===== src/hdl/tun_pkg.sv =====
`default_nettype none
package tun_pkg;

    localparam int COORD_W    = 24;
    localparam int NORM_BITS  = 24;
    localparam int FRAC_SHIFT = 20;
    localparam int SQ_PAD     = 12;
    localparam int Q_BITS     = 15;
    localparam int OUT_W      = 16;
    localparam int OUT_ONE    = 16384;

    localparam int EW    = COORD_W + 1;
    localparam int PW    = 2 * EW;
    localparam int NW    = PW + 1;
    localparam int MW    = PW;
    localparam int BLW   = $clog2(MW + 1);
    localparam int SMW   = NORM_BITS;
    localparam int SQW   = 2 * SMW;
    localparam int SUMW  = SQW + 2;
    localparam int RADW  = SUMW + SQ_PAD;
    localparam int ROOTW = RADW / 2;
    localparam int NUMW  = SMW + FRAC_SHIFT + 1;
    localparam int SIDE_W = 3 * SMW + 4;

    typedef struct packed {
        logic signed [COORD_W-1:0] a_x;
        logic signed [COORD_W-1:0] a_y;
        logic signed [COORD_W-1:0] a_z;
        logic signed [COORD_W-1:0] b_x;
        logic signed [COORD_W-1:0] b_y;
        logic signed [COORD_W-1:0] b_z;
        logic signed [COORD_W-1:0] c_x;
        logic signed [COORD_W-1:0] c_y;
        logic signed [COORD_W-1:0] c_z;
    } tri_in_t;

    typedef struct packed {
        logic signed [OUT_W-1:0] norm_x;
        logic signed [OUT_W-1:0] norm_y;
        logic signed [OUT_W-1:0] norm_z;
        logic                    degenerate;
    } norm_out_t;

    typedef struct packed {
        logic [2:0][SMW-1:0] sm;
        logic [2:0]          neg;
        logic                degen;
    } side_t;

endpackage
`default_nettype wire


===== src/hdl/tun_scale.sv =====
`default_nettype none
module tun_scale
    import tun_pkg::*;
(
    input  wire logic               aclk,
    input  wire logic               aresetn,
    input  wire logic               en,
    input  wire logic               in_valid,
    input  wire logic [2:0][MW-1:0] mag,
    input  wire logic [2:0]         neg,
    output logic                    out_valid,
    output logic [RADW-1:0]         rad,
    output side_t                   side
);

    logic [3:0]          v_reg;
    logic [MW-1:0]       orv;
    logic [BLW-1:0]      bl;
    logic [BLW-1:0]      s_reg;
    logic [2:0][MW-1:0]  mag_reg;
    logic [2:0]          neg5_reg, neg6_reg, neg7_reg, neg8_reg;
    logic                dg5_reg, dg6_reg, dg7_reg, dg8_reg;
    logic [2:0][SMW-1:0] sm6_reg, sm7_reg, sm8_reg;
    logic [2:0][SQW-1:0] sq_reg;
    logic [SUMW-1:0]     sum_reg;
    logic [MW-1:0]       shifted [3];

    assign orv = mag[0] | mag[1] | mag[2];

    // bit length of the largest magnitude
    always_comb begin
        bl = '0;
        for (int i = 0; i < MW; i++) begin
            if (orv[i]) bl = BLW'(i + 1);
        end
    end

    always_comb begin
        for (int i = 0; i < 3; i++) begin
            shifted[i] = mag_reg[i] >> s_reg;
        end
    end

    always_ff @(posedge aclk) begin
        if (!aresetn) begin
            v_reg <= '0;
        end else if (en) begin
            v_reg <= {v_reg[2:0], in_valid};
        end
    end

    always_ff @(posedge aclk) begin
        if (en) begin
            s_reg    <= (bl > BLW'(NORM_BITS)) ? bl - BLW'(NORM_BITS) : '0;
            mag_reg  <= mag;
            neg5_reg <= neg;
            dg5_reg  <= (orv == '0);

            for (int i = 0; i < 3; i++) begin
                sm6_reg[i] <= shifted[i][SMW-1:0];
            end
            neg6_reg <= neg5_reg;
            dg6_reg  <= dg5_reg;

            for (int i = 0; i < 3; i++) begin
                sq_reg[i] <= SQW'(sm6_reg[i]) * SQW'(sm6_reg[i]);
            end
            sm7_reg  <= sm6_reg;
            neg7_reg <= neg6_reg;
            dg7_reg  <= dg6_reg;

            sum_reg  <= SUMW'(sq_reg[0]) + SUMW'(sq_reg[1]) + SUMW'(sq_reg[2]);
            sm8_reg  <= sm7_reg;
            neg8_reg <= neg7_reg;
            dg8_reg  <= dg7_reg;
        end
    end

    assign out_valid  = v_reg[3];
    assign rad        = {sum_reg, {SQ_PAD{1'b0}}};
    assign side.sm    = sm8_reg;
    assign side.neg   = neg8_reg;
    assign side.degen = dg8_reg;

endmodule
`default_nettype wire


===== config.mk =====
export PLATFORM = sky130hd
export DESIGN_NAME = tun_scale
export DESIGN_NICKNAME = d
export VERILOG_FILES = /design/src/hdl/tun_pkg.sv /design/src/hdl/tun_scale.sv
export SDC_FILE = /design/constraint.sdc
export NUM_CORES = 2
export LEC_CHECK = 0
export BUFFER_PORTS_ARGS = -buffer_cell sky130_fd_sc_hd__buf_2
export CAP_MARGIN = 20
export CORE_MARGIN = 4
export CORE_UTILIZATION = 50
export DETAILED_ROUTE_END_ITERATION = 10
export GPL_TIMING_DRIVEN = 0
export PLACE_DENSITY = 0.63
export SLEW_MARGIN = 20
export SYNTH_ARGS = -nofsm -noshare
export SYNTH_HDL_FRONTEND = slang
export SYNTH_SLANG_ARGS = --single-unit

===== constraint.sdc =====
create_clock -name aclk -period 10 [get_ports aclk]
set_input_delay 1.5 -clock aclk [delete_from_list [all_inputs] [get_ports aclk]]
set_output_delay 1.5 -clock aclk [all_outputs]
set_load 0.01 [all_outputs]

==> results.sh <==
export IMPL_actual_slew_at_the_worst_max_slew_pin_ps=1190
export IMPL_synth_area_per_cell_um2=10.6
export IMPL_final_setup_skew_ps=50.8
export IMPL_fmaxAchievable_ghz=0.103
export IMPL_final_common_cell="sky130_fd_sc_hd__inv_1"
export IMPL_clock_tree_buffer_depth=3
export IMPL_die_area_um2=160000
export IMPL_number_of_warning_messages_in_the_yosys_log=0
export IMPL_net_count_final=9701
export IMPL_grt_first_pass_wirelength_mm=364
export IMPL_portBuffers=283
export IMPL_post_place_cells=9604
export IMPL_synth_distinct_cells=76
export IMPL_cts_sink_count=580
export IMPL_wl_met3_mm=19.3
export IMPL_dp_hpwl_mm=204
export IMPL_die_width_um=400
export IMPL_grt_pass1_vias=57800
export IMPL_dp_worst_setup_slack_ps=-198
export IMPL_layout_drive_gt1_share_pct=8.01
export IMPL_finalMaxSlewViolations=0
export IMPL_clock_tree_from_tritoncts="yes"
export IMPL_synth_edff_count=576
export IMPL_timing_hold_ws_ps=391
export IMPL_fp_row_count=143
export IMPL_worst_setup_path_type="flip-flop to flip-flop"
export IMPL_globalplace_congestion=1.01
export IMPL_critPathRequiredTime_ps=10430
export IMPL_synth_seq_cells=580
export IMPL_post_route_period_util_pct=96.8
export IMPL_max_slew_margin_rel_pct=20.5
export IMPL_worstSetupStartpointType="flip-flop"
export IMPL_syn_cell_area_um2=76800
export IMPL_grt_use_total_pct=31.0
export IMPL_drv_max_cap_violation_count=0
export IMPL_grt_overflow_total=0
export IMPL_dpl_cell_area_um2=81000
export IMPL_clock_tree_htree_level_count=3
export IMPL_ios=296
export IMPL_max_reg_flops=150
export IMPL_grt_start_max_net_pins=106
export IMPL_route_layer_met1_wl_mm=99.2
export IMPL_start_util_pct=50.4
export IMPL_post_route_worst_setup_slack_ps=325
export IMPL_finish_instance_area_um2=83500
export IMPL_worst_skew_pair_late_latency_ps=710
export IMPL_syn2layout_area_growth_pct=8.72
export IMPL_run_status="complete, no violations"
export IMPL_cts_root_buffer="sky130_fd_sc_hd__clkbuf_16"
export IMPL_ys_flop_type="sky130_fd_sc_hd__edfxtp_1"
export IMPL_num_vias=54600
export IMPL_postSynthCellCount=7272
export IMPL_route_top_layer_used="met5"
export IMPL_worst_endpoint_arrival_ps=10100
export IMPL_clkTransAtPathRegs_ps=100
export IMPL_critical_path_max_fanout=10
export IMPL_chipHeight_um=400
export IMPL_layout_min_cycle_time_ps=9680
export IMPL_rsz0062_at_grt="false"
export IMPL_tritoncts_num_buffers=71
export IMPL_total_iterations_of_the_first_detailed_routing_run=7
export IMPL_fin_cells=9746
export IMPL_grt_antenna_before_repair=16
export IMPL_ant_nets=0
export IMPL_worstSetupEndpointType="flip-flop"
export IMPL_leading_cell_types_in_the_layout_fill_and_taps_excluded="sky130_fd_sc_hd__inv_1 (1570), sky130_fd_sc_hd__fa_1 (1314), sky130_fd_sc_hd__nand2_1 (633)"
export IMPL_initialDrtViolationCount=4479
export IMPL_core_region_area_um2=152000
export IMPL_min_path_type="flip-flop to flip-flop"
export IMPL_asyncSetResetFlopFracSynth_pct=0
export IMPL_met2_length_mm=112
export IMPL_drc=0
export IMPL_finalHoldViolations=0
export IMPL_routed_wirelength_mm=242
export IMPL_fillerInstances=13500
export IMPL_detail_route_vias_per_cell=5.60
export IMPL_routed_wire_length_per_instance_um=24.9
export IMPL_synth_sequential_area_ratio_pct=22.6
export IMPL_finalSetupViolCount=0
-- routing by layer --
layer / vias up / GRT usage [%]
li1: 23900 / -
met2: 2274 / 49.7
met3: 446 / 6.01
met1: 27900 / 41.9
met4: 8 / 12.2
met5: - / 0
-- through the flow --
step / TNS, ps / util, %
after detailed placement: -379 / 53.2
after global placement: -697710 / 53.1
after global routing: 0 / 54.8
after floorplan: 0 / -
after CTS: 0 / 54.8
final: 0 / 54.8
-- worst paths after layout --
kind / end / cells after the start / slack, ps / start
worst max-delay path: sq_reg[92]$_DFFE_PP_ / 24 / 320 / sm6_reg[33]$_DFFE_PP_
worst min-delay path: side[8]$_DFFE_PP_ / 0 / 390 / sm7_reg[4]$_DFFE_PP_
worst max register to register: sq_reg[92]$_DFFE_PP_ / 24 / 320 / sm6_reg[33]$_DFFE_PP_
worst min register to register: side[8]$_DFFE_PP_ / 0 / 390 / sm7_reg[4]$_DFFE_PP_
-- synth_stat cells, drive strengths merged (52+ instances only) --
cell type | n | share of area, %
inv | 1573 | 7.7
fa | 1314 | 34
nand2 | 633 | 3.1
ha | 579 | 9.4
edfxtp | 576 | 23
and2 | 445 | 3.6
nor2 | 286 | 1.4
a21oi | 262 | 1.7
clkbuf | 229 | 1.1
o21ai | 135 | 0.88
xnor2 | 134 | 1.5
mux2i | 112 | 1.5
mux4 | 99 | 2.9
a21o | 83 | 0.81
nor3 | 79 | 0.51
xor2 | 64 | 0.73
nor2b | 59 | 0.48
a211oi | 56 | 0.55
o21a | 52 | 0.51
-- cell families (layout without fill, tap and decap cells) --
logic type | Yosys count | count (layout) | share of synthesized area [%]
AO/OA/AOI/OAI | 806 | 806 | 6.67
XOR/XNOR | 198 | 198 | 2.26
adder cells (fa/ha/maj) | 1893 | 1893 | 43.7
buffers and inverters | 1848 | 2271 | 9.10
flip-flops | 580 | 580 | 22.6
multiplexers | 257 | 257 | 5.04
other | 1 | 22 | 0.00488
AND/OR/NAND/NOR | 1689 | 1689 | 10.6
-- cell type report --
class	instances	area, µm²	share of cell area (%)
Timing Repair Buffer	296	1660	1.98
Tap cell	2030	2540	3.04
Clock inverter	47	529	0.634
Sequential cell	580	17400	20.8
Multi-Input combinational cell	4855	52500	62.9
Buffer	272	1090	1.30
Antenna cell	10	25.0	0.0300
Clock buffer	81	1840	2.20
Inverter	1575	5920	7.08
-- what timing repair did --
action / in CTS / in global routing
hold buffers: 0 / 0
endpoints found under the setup margin: 2 / 4
buffers inserted: 0 / 5
gates resized for setup: 1 / 23
-- critical path, cell delays in order, from the launching register on --
cell,delay [ps]
sky130_fd_sc_hd__edfxtp_1,460
sky130_fd_sc_hd__clkdlybuf4s15_1,800
sky130_fd_sc_hd__clkbuf_2,520
sky130_fd_sc_hd__nand2_1,170
sky130_fd_sc_hd__fa_1,450
sky130_fd_sc_hd__inv_1,90
sky130_fd_sc_hd__fa_1,440
sky130_fd_sc_hd__fa_1,440
sky130_fd_sc_hd__fa_1,460
sky130_fd_sc_hd__fa_1,500
sky130_fd_sc_hd__inv_1,60
sky130_fd_sc_hd__fa_1,530
sky130_fd_sc_hd__inv_1,80
sky130_fd_sc_hd__fa_1,450
sky130_fd_sc_hd__ha_1,270
sky130_fd_sc_hd__nor4_1,490
sky130_fd_sc_hd__nand4b_1,240
sky130_fd_sc_hd__a211oi_1,620
sky130_fd_sc_hd__o21ai_0,360
sky130_fd_sc_hd__o21ai_0,340
sky130_fd_sc_hd__nand3_1,280
sky130_fd_sc_hd__o211ai_1,500
sky130_fd_sc_hd__o21ai_0,290
sky130_fd_sc_hd__o41ai_1,360
sky130_fd_sc_hd__xnor2_1,150
Power is left out: the tool's default activity adds up to more than one toggle a clock period on the data nets, which glitch-free logic cannot reach.
